### src/design/lwdb_pkg.sv
// shared types, constants and codes for the liveness watchdog with backoff
`timescale 1ns / 1ps

package lwdb_pkg;

    localparam int TIME_BITS_DEF = 32;

    localparam int CFG_W       = 16;
    localparam int CFG_IDX_W   = 3;
    localparam int CNT_W       = 8;
    localparam int SEC_W       = 16;
    localparam int PROD_W      = 20;
    localparam int LIM_W       = 18;
    localparam int DL_W        = 17;
    localparam int DIV_W       = 15;
    localparam int REM_W       = 14;
    localparam int RND_W       = 32;
    localparam int STEP_W      = 5;
    localparam int FIELD_T_W   = 32;
    localparam int IN_TDATA_W  = 64;
    localparam int IN_TUSER_W  = 2;
    localparam int OUT_TDATA_W = 88;
    localparam int OUT_TUSER_W = 3;

    localparam logic [CNT_W-1:0] NOREG_RST     = 8'd0;
    localparam logic [SEC_W-1:0] KEEPALIVE_RST = 16'd300;
    localparam logic [SEC_W-1:0] FLOOR_RST     = 16'd480;
    localparam logic [SEC_W-1:0] GRACE_RST     = 16'd60;
    localparam logic [SEC_W-1:0] BASE_RST      = 16'd300;
    localparam logic [SEC_W-1:0] CAP_RST       = 16'd3600;
    localparam logic [CNT_W-1:0] MAX_NOREG_RST = 8'd5;

    localparam logic [CNT_W-1:0] NOREG_FLAT_MIN = 8'd4;

    typedef enum logic [CFG_IDX_W-1:0] {
        CFG_NOREG_COUNT,
        CFG_KEEPALIVE,
        CFG_SILENCE_FLOOR,
        CFG_BOOT_GRACE,
        CFG_BASE_DEADLINE,
        CFG_BACKOFF_CAP,
        CFG_MAX_NOREG
    } cfg_idx_t;

    typedef enum logic [IN_TUSER_W-1:0] {
        ACT_START,
        ACT_EMIT,
        ACT_CHECK,
        ACT_CHECK_ALT
    } action_t;

    typedef enum logic [OUT_TUSER_W-1:0] {
        VD_STARTED,
        VD_EMITTED,
        VD_NOT_STARTED,
        VD_WAITING,
        VD_COLD_REBOOT,
        VD_NUDGE_ONLY,
        VD_IN_GRACE,
        VD_HEALTHY
    } verdict_t;

    typedef enum logic [1:0] {
        ERR_NONE,
        ERR_REG_TIMEOUT,
        ERR_SILENCE
    } err_t;

    typedef enum logic [1:0] {
        ST_IDLE,
        ST_PREP,
        ST_DIV,
        ST_RES
    } state_t;

    typedef struct packed {
        logic load_item;
        logic load_cap;
        logic div_step;
        logic commit;
    } cmd_t;

    typedef struct packed {
        logic is_start;
        logic out_free;
    } status_t;

endpackage

### src/design/liveness_watchdog_backoff.sv
// Liveness watchdog with exponential registration backoff.
// Requests arrive on the s_ channel: tuser carries the action (start, emit,
// check), tdata carries uptime and a random word. Each request produces
// exactly one result on the m_ channel: tuser is the verdict, tdata carries
// the flags, error kind, deadline, silence and last emit time.
// A start computes the backed-off deadline and its jitter with a serial
// remainder unit, one dividend bit per cycle, before the result register
// is loaded. Emit and check requests skip the remainder unit.
// One request is worked on at a time; the next request is taken once the
// result sits in the output register, even if the receiver has not yet
// taken it. A stalled m_ side holds the result and blocks only the commit
// of the following request.
// Configuration is written through cfg_wr_en/cfg_wr_index/cfg_wr_data and
// takes effect on the next edge; writes are expected while idle.
// Reset (aresetn low, synchronous) restores register defaults, clears the
// start flag, the last emit time and the deadline, and empties the output.
`timescale 1ns / 1ps

module liveness_watchdog_backoff #(
    parameter int TIME_BITS = lwdb_pkg::TIME_BITS_DEF
) (
    input  logic                             aclk,
    input  logic                             aresetn,
    input  logic                             cfg_wr_en,
    input  logic [lwdb_pkg::CFG_IDX_W-1:0]   cfg_wr_index,
    input  logic [lwdb_pkg::CFG_W-1:0]       cfg_wr_data,
    input  logic                             s_tvalid,
    output logic                             s_tready,
    // uptime, random_word
    input  logic [lwdb_pkg::IN_TDATA_W-1:0]  s_tdata,
    // action
    input  logic [lwdb_pkg::IN_TUSER_W-1:0]  s_tuser,
    output logic                             m_tvalid,
    input  logic                             m_tready,
    // recover_request, bump_noreg_count, bump_recover_count, error_kind,
    // deadline_s, silence, stored emit time, zero pad
    output logic [lwdb_pkg::OUT_TDATA_W-1:0] m_tdata,
    // verdict
    output logic [lwdb_pkg::OUT_TUSER_W-1:0] m_tuser
);
    import lwdb_pkg::*;

    cmd_t    cmd;
    status_t status;

    lwdb_ctrl u_ctrl (
        .aclk     (aclk),
        .aresetn  (aresetn),
        .s_tvalid (s_tvalid),
        .s_tready (s_tready),
        .status   (status),
        .cmd      (cmd)
    );

    lwdb_datapath #(
        .TIME_BITS (TIME_BITS)
    ) u_datapath (
        .aclk         (aclk),
        .aresetn      (aresetn),
        .cfg_wr_en    (cfg_wr_en),
        .cfg_wr_index (cfg_wr_index),
        .cfg_wr_data  (cfg_wr_data),
        .s_tdata      (s_tdata),
        .s_tuser      (s_tuser),
        .cmd          (cmd),
        .status       (status),
        .m_tready     (m_tready),
        .m_tvalid     (m_tvalid),
        .m_tdata      (m_tdata),
        .m_tuser      (m_tuser)
    );

endmodule

### src/design/lwdb_ctrl.sv
// controller state machine: request intake, jitter modulo sequencing, result commit
`timescale 1ns / 1ps

module lwdb_ctrl (
    input  logic              aclk,
    input  logic              aresetn,
    input  logic              s_tvalid,
    output logic              s_tready,
    input  lwdb_pkg::status_t status,
    output lwdb_pkg::cmd_t    cmd
);
    import lwdb_pkg::*;

    localparam logic [STEP_W-1:0] STEP_LAST = STEP_W'(RND_W - 1);

    state_t            state_reg, state_next;
    logic [STEP_W-1:0] step_reg, step_next;

    always_ff @(posedge aclk) begin
        if (!aresetn) begin
            state_reg <= ST_IDLE;
            step_reg  <= '0;
        end else begin
            state_reg <= state_next;
            step_reg  <= step_next;
        end
    end

    always_comb begin
        state_next = state_reg;
        step_next  = step_reg;
        s_tready   = 1'b0;
        cmd        = '0;
        case (state_reg)
            ST_IDLE: begin
                s_tready = 1'b1;
                if (s_tvalid) begin
                    cmd.load_item = 1'b1;
                    state_next    = ST_PREP;
                end
            end
            ST_PREP: begin
                cmd.load_cap = 1'b1;
                step_next    = '0;
                state_next   = status.is_start ? ST_DIV : ST_RES;
            end
            ST_DIV: begin
                cmd.div_step = 1'b1;
                step_next    = step_reg + STEP_W'(1);
                if (step_reg == STEP_LAST) begin
                    state_next = ST_RES;
                end
            end
            ST_RES: begin
                if (status.out_free) begin
                    cmd.commit = 1'b1;
                    state_next = ST_IDLE;
                end
            end
            default: begin
                state_next = ST_IDLE;
            end
        endcase
    end

endmodule

### src/design/lwdb_datapath.sv
// datapath: config registers, watchdog state, backoff and jitter modulo, result register
`timescale 1ns / 1ps

module lwdb_datapath #(
    parameter int TIME_BITS = lwdb_pkg::TIME_BITS_DEF
) (
    input  logic                            aclk,
    input  logic                            aresetn,
    input  logic                            cfg_wr_en,
    input  logic [lwdb_pkg::CFG_IDX_W-1:0]  cfg_wr_index,
    input  logic [lwdb_pkg::CFG_W-1:0]      cfg_wr_data,
    input  logic [lwdb_pkg::IN_TDATA_W-1:0] s_tdata,
    input  logic [lwdb_pkg::IN_TUSER_W-1:0] s_tuser,
    input  lwdb_pkg::cmd_t                  cmd,
    output lwdb_pkg::status_t               status,
    input  logic                            m_tready,
    output logic                            m_tvalid,
    output logic [lwdb_pkg::OUT_TDATA_W-1:0] m_tdata,
    output logic [lwdb_pkg::OUT_TUSER_W-1:0] m_tuser
);
    import lwdb_pkg::*;

    localparam int TW    = (TIME_BITS < FIELD_T_W) ? TIME_BITS : FIELD_T_W;
    localparam int CMP_W = (TIME_BITS > LIM_W) ? TIME_BITS : LIM_W;

    // configuration
    logic [CNT_W-1:0] noreg_reg, maxnr_reg;
    logic [SEC_W-1:0] keep_reg, floor_reg, grace_reg, base_reg, cap_reg;

    // watchdog state
    logic [TW-1:0]    last_reg;
    logic [DL_W-1:0]  dl_reg;
    logic             started_reg;
    logic             out_valid_reg;

    // request and working registers
    action_t          act_reg;
    logic [TW-1:0]    now_reg;
    logic [RND_W-1:0] rnd_reg;
    logic [SEC_W-1:0] dcap_reg;
    logic [REM_W-1:0] rem_reg;

    // result payload
    verdict_t             verdict_reg;
    logic                 rec_reg, bnr_reg, brc_reg;
    err_t                 err_reg;
    logic [DL_W-1:0]      dlo_reg;
    logic [FIELD_T_W-1:0] sil_reg, lasto_reg;

    logic [PROD_W-1:0]    prod;
    logic [SEC_W-1:0]     dcap_next;
    logic [DIV_W-1:0]     divisor, trial, rem_step;
    logic [DL_W-1:0]      new_dl;
    logic [LIM_W-1:0]     lim3, limit;
    logic [TIME_BITS-1:0] silence;
    logic [FIELD_T_W-1:0] now_ext;

    verdict_t             verdict_next;
    logic                 rec_next, bnr_next, brc_next;
    err_t                 err_next;
    logic [DL_W-1:0]      dlo_next;
    logic [FIELD_T_W-1:0] sil_next, lasto_next;

    // backoff multiplier 1, 2, 4, 8, then flat 12
    always_comb begin
        if (noreg_reg >= NOREG_FLAT_MIN) begin
            prod = (PROD_W'(base_reg) << 3) + (PROD_W'(base_reg) << 2);
        end else begin
            prod = PROD_W'(base_reg) << noreg_reg[1:0];
        end
        dcap_next = (prod > PROD_W'(cap_reg)) ? cap_reg : prod[SEC_W-1:0];
    end

    // restoring remainder, one dividend bit per step
    always_comb begin
        divisor  = DIV_W'(dcap_reg[SEC_W-1:2]) + DIV_W'(1);
        trial    = {rem_reg, rnd_reg[RND_W-1]};
        rem_step = (trial >= divisor) ? (trial - divisor) : trial;
        new_dl   = DL_W'(dcap_reg) + DL_W'(rem_reg);
    end

    always_comb begin
        lim3    = (LIM_W'(keep_reg) << 1) + LIM_W'(keep_reg);
        limit   = (lim3 < LIM_W'(floor_reg)) ? LIM_W'(floor_reg) : lim3;
        silence = TIME_BITS'(now_reg) - TIME_BITS'(last_reg);
        now_ext = FIELD_T_W'(now_reg);
    end

    always_comb begin
        verdict_next = VD_STARTED;
        rec_next     = 1'b0;
        bnr_next     = 1'b0;
        brc_next     = 1'b0;
        err_next     = ERR_NONE;
        dlo_next     = dl_reg;
        sil_next     = '0;
        lasto_next   = FIELD_T_W'(last_reg);
        case (act_reg)
            ACT_START: begin
                verdict_next = VD_STARTED;
                dlo_next     = new_dl;
            end
            ACT_EMIT: begin
                verdict_next = VD_EMITTED;
                lasto_next   = now_ext;
            end
            default: begin
                if (!started_reg) begin
                    verdict_next = VD_NOT_STARTED;
                end else if (last_reg == '0) begin
                    if (now_ext >= FIELD_T_W'(dl_reg)) begin
                        if (noreg_reg >= maxnr_reg) begin
                            verdict_next = VD_NUDGE_ONLY;
                            rec_next     = 1'b1;
                        end else begin
                            verdict_next = VD_COLD_REBOOT;
                            bnr_next     = 1'b1;
                            err_next     = ERR_REG_TIMEOUT;
                        end
                    end else begin
                        verdict_next = VD_WAITING;
                    end
                end else if (now_ext < FIELD_T_W'(grace_reg)) begin
                    verdict_next = VD_IN_GRACE;
                end else begin
                    verdict_next = VD_HEALTHY;
                    sil_next     = FIELD_T_W'(silence);
                    if (CMP_W'(silence) > CMP_W'(limit)) begin
                        rec_next = 1'b1;
                        brc_next = 1'b1;
                        err_next = ERR_SILENCE;
                    end
                end
            end
        endcase
    end

    always_ff @(posedge aclk) begin
        if (!aresetn) begin
            noreg_reg     <= NOREG_RST;
            keep_reg      <= KEEPALIVE_RST;
            floor_reg     <= FLOOR_RST;
            grace_reg     <= GRACE_RST;
            base_reg      <= BASE_RST;
            cap_reg       <= CAP_RST;
            maxnr_reg     <= MAX_NOREG_RST;
            last_reg      <= '0;
            dl_reg        <= '0;
            started_reg   <= 1'b0;
            out_valid_reg <= 1'b0;
        end else begin
            if (cfg_wr_en) begin
                case (cfg_idx_t'(cfg_wr_index))
                    CFG_NOREG_COUNT:   noreg_reg <= cfg_wr_data[CNT_W-1:0];
                    CFG_KEEPALIVE:     keep_reg  <= cfg_wr_data[SEC_W-1:0];
                    CFG_SILENCE_FLOOR: floor_reg <= cfg_wr_data[SEC_W-1:0];
                    CFG_BOOT_GRACE:    grace_reg <= cfg_wr_data[SEC_W-1:0];
                    CFG_BASE_DEADLINE: base_reg  <= cfg_wr_data[SEC_W-1:0];
                    CFG_BACKOFF_CAP:   cap_reg   <= cfg_wr_data[SEC_W-1:0];
                    CFG_MAX_NOREG:     maxnr_reg <= cfg_wr_data[CNT_W-1:0];
                    default: begin
                    end
                endcase
            end
            if (cmd.commit) begin
                out_valid_reg <= 1'b1;
                if (act_reg == ACT_START) begin
                    dl_reg      <= new_dl;
                    started_reg <= 1'b1;
                end else if (act_reg == ACT_EMIT) begin
                    last_reg <= now_reg;
                end
            end else if (m_tready) begin
                out_valid_reg <= 1'b0;
            end
        end
    end

    always_ff @(posedge aclk) begin
        if (cmd.load_item) begin
            act_reg <= action_t'(s_tuser);
            now_reg <= s_tdata[TW-1:0];
            rnd_reg <= s_tdata[FIELD_T_W +: RND_W];
        end else if (cmd.div_step) begin
            rnd_reg <= {rnd_reg[RND_W-2:0], 1'b0};
        end
        if (cmd.load_cap) begin
            dcap_reg <= dcap_next;
            rem_reg  <= '0;
        end else if (cmd.div_step) begin
            rem_reg <= rem_step[REM_W-1:0];
        end
        if (cmd.commit) begin
            verdict_reg <= verdict_next;
            rec_reg     <= rec_next;
            bnr_reg     <= bnr_next;
            brc_reg     <= brc_next;
            err_reg     <= err_next;
            dlo_reg     <= dlo_next;
            sil_reg     <= sil_next;
            lasto_reg   <= lasto_next;
        end
    end

    assign status.is_start = (act_reg == ACT_START);
    assign status.out_free = !out_valid_reg || m_tready;

    assign m_tvalid = out_valid_reg;
    assign m_tdata  = {2'b00, lasto_reg, sil_reg, dlo_reg, err_reg, brc_reg, bnr_reg, rec_reg};
    assign m_tuser  = verdict_reg;

endmodule

### config.mk
export PLATFORM = sky130hd
export DESIGN_NAME = liveness_watchdog_backoff
export DESIGN_NICKNAME = d
export VERILOG_FILES = /design/src/design/lwdb_pkg.sv /design/src/design/liveness_watchdog_backoff.sv /design/src/design/lwdb_ctrl.sv /design/src/design/lwdb_datapath.sv
export SDC_FILE = /design/constraint.sdc
export NUM_CORES = 1
export LEC_CHECK = 0
export ABC_AREA = 1
export BUFFER_PORTS_ARGS = -buffer_cell sky130_fd_sc_hd__buf_2
export CORE_MARGIN = 1.5
export CORE_UTILIZATION = 55
export DETAILED_ROUTE_END_ITERATION = 10
export PLACE_DENSITY = 0.78
export RECOVER_POWER = 100
export SLEW_MARGIN = 20
export SYNTH_ARGS = -nofsm -noshare
export SYNTH_HDL_FRONTEND = slang
export SYNTH_SLANG_ARGS = --single-unit
### constraint.sdc
create_clock -name aclk -period 4.28 [get_ports aclk]
set_clock_uncertainty 0.2 [all_clocks]
set_input_delay 0.642 -clock aclk [delete_from_list [all_inputs] [get_ports aclk]]
set_output_delay 0.642 -clock aclk [all_outputs]
set_load 0.02 [all_outputs]
==> results.txt <==
status - finished with violations
failing checks - capacitance limit, slew limit, setup timing
crit path buf inv count - 4
R2R Path Start - u_datapath.keep_reg[1]$_SDFFE_PN0P_
Most common cell on crit path - nand2_1
gr usage total - 29.2%
Hold-fix buffers, CTS - 0
TritonCTS clock tree - built
RSZ-0062 raised after global routing - yes
Final Max Slew Viols - 334
Max Buffers Root-to-Sink - 3
worst hold start - s_tdata[21]
nets@finish - 3247
slew at the pin closest to its max-slew limit - 2550 ps
die width - 199 um
slowest stage cell, crit path - dfxtp_4
Syn Inst Count - 2756
via count - 19200
final core occ - 63.7%
CP peak stage delay - 370 ps
Std-Cell Rows - 71
drt pass-1 iters - 8
max frequency - 0.210 GHz
Clk Latency, worst-skew pair - 540 ps
boundary pin count - 183
Period minus WS final - 4760 ps
synthesis-stage register bit count - 338
Setup crit end kind - flop
vias per cell - 5.49
Relative slew margins - -70.0%
CTS clk-pin slew, worst paths - 60 ps
async set-reset flop share out of synthesis - 0%
CTS buffer count - 37
antenna fix cells - 0
Die Y - 199 um
DRC - 0
fraction of layout cells with a size suffix above 1 - 8.35%
Power Density - 539 nW/um^2
Starting Density - 55.9%
WL final - 58600 um
Worst Setup SP - u_datapath.keep_reg[1]$_SDFFE_PN0P_
Arr. time, crit path - 4840 ps
Overflow after GRT - 0
Static Leakage - 11.0 nW
hold crit path type - in2reg
most common cell after layout, fill and taps aside - nand2_1
Max VDD drop - 468 uV
DPL Wire Length - 43900 um
ys flop type - edfxtp_1
core box area - 37700 um^2
Worst Path Required - 4360 ps
CP Launch Type - flop
Fin. Hold Viols - 0
number of synthesized flops with an enable pin - 170
period utilisation layout - 111%
CTS root buf - clkbuf_16
initial antenna violation count - 0
pin count of the biggest net entering global routing - 66
max-cap viol count - 7
Final Power - 0.0129 W
Synth Cell Area - 21000 um^2
setup ws final - -482 ps
area delta synth->final - 14.0%
Die ar. - 39400 um^2
final setup vio count - 2
routed len/inst - 16.7 um
r2r setup slk - -480 ps
Mapped Avg Cell Area - 7.63 um^2
DRT antenna net count - 0
kind of critical path - reg2reg
first-pass GRT wire length - 91300 um
initial drt markers - 1601
vias in the first global route - 18200
most frequent cells in the layout - nand2_1, inv_1, a21oi_1
Crit Path Max Fanout - 5
clock sinks - 338
YS warnings - 0
CP delay by family, top - simple AND/OR/NAND/NOR gates
htree depth - 2
buffers added on ports - 180
Yosys cell types - 57
post-synthesis sequential area ratio - 40.2%
GP Congestion - 0.915
-- synthesized netlist by cell type, types with 4 or more instances --
cell      count  area share [%]
nand2_1     676              12
inv_1       388             6.9
a21oi_1     253             6.0
nor2_1      229             4.1
o21ai_0     225             5.4
ha_1        188              11
edfxtp_1    170              24
dfxtp_1     168              16
nand3_1     101             2.4
clkbuf_1     62             1.1
xor2_1       44             1.8
nand4_1      37             1.1
o211ai_1     34             1.2
xnor2_1      18            0.75
nor3_1       15            0.36
o21ai_1      14            0.33
nand3b_1     11            0.39
nor4_1       11            0.33
o21bai_1     11            0.39
buf_4        10            0.36
buf_2         9            0.21
a21o_1        8            0.29
or2_2         8            0.24
a31oi_1       7            0.21
clkinv_1      6            0.11
fa_1          5            0.48
nand3_2       4            0.19
o21a_1        4            0.14
-- repair_timing --
| item | in CTS | in global routing |
|---|---|---|
| gates resized for setup | 22 | 12 |
| pin swaps | 9 | 7 |
| setup buffers | 7 | 4 |
| endpoints found under the setup margin | 2 | 2 |
| cloned | 2 | 0 |
-- cells by family after synthesis --
family | synth area share, %
other | 0.0178
adder cells (fa/ha/maj) | 11.7
flip-flops | 40.2
buffers and inverters | 8.78
AO/OA/AOI/OAI | 14.9
AND/OR/NAND/NOR | 21.7
multiplexers | 0.0476
XOR/XNOR | 2.66
-- area by class of cell --
type / instances / area, um^2
timing repair buffer: 251 / 1330
tap: 511 / 639
clock inverter: 16 / 105
multi-input combinational: 1942 / 10900
sequential: 338 / 8470
fill: 3319 / 13700
inverter: 394 / 1480
clock buffer: 52 / 1090
-- stage by stage --
step / TNS [ps] / setup slack, ps / std cells / hold WS (ps) / instance area [um^2]
floorplan: -233 / -122 / 2757 / 233 / 21100
global placement: -723 / -372 / 3423 / 247 / 22700
detailed placement: -1100 / -561 / 3423 / 253 / 22700
CTS: -931 / -477 / 3500 / 57.1 / 24100
global route: -1770 / -896 / 3504 / 58.9 / 24000
finish: -937 / -482 / 3504 / 71.0 / 24000
-- routing by layer --
| metal | GRT usage, % | vias up | wire [um] |
|---|---|---|---|
| met5 | 0 | - | 0 |
| met4 | 11.4 | 0 | 2220 |
| met3 | 4.07 | 138 | 4610 |
| met2 | 48.2 | 741 | 26300 |
| met1 | 38.8 | 8819 | 25400 |
| li1 | - | 9532 | - |
-- worst paths after layout --
| kind | depth (start not counted) | endpoint |
|---|---|---|
| max | 37 | u_datapath.rec_reg$_SDFFCE_PP0P_ |
| min | 1 | u_datapath.now_ext[21]$_DFFE_PP_ |
| max reg2reg | 37 | u_datapath.rec_reg$_SDFFCE_PP0P_ |
| min reg2reg | 2 | u_datapath.grace_reg[1]$_SDFFE_PN0P_ |
-- worst register-to-register path: cells and delay by family (launching register included) --
| family | cells | cell delay (ps) |
|---|---|---|
| and+or+nand+nor | 21 | 1690 |
| adders and majority gates | 4 | 920 |
| AOI/OAI and AO/OA | 7 | 720 |
| buffers and inverters | 4 | 410 |
| DFF | 1 | 370 |
| xor gates and xnor gates | 1 | 200 |
-- where the power goes --
| part | internal, W | switching, W | total (W) |
|---|---|---|---|
| sequential | 0.00413 | 0.000393 | 0.00452 |
| clock | 0.00183 | 0.00133 | 0.00316 |
| combinational | 0.00178 | 0.00347 | 0.00525 |
(Power assumes the default switching activity.)
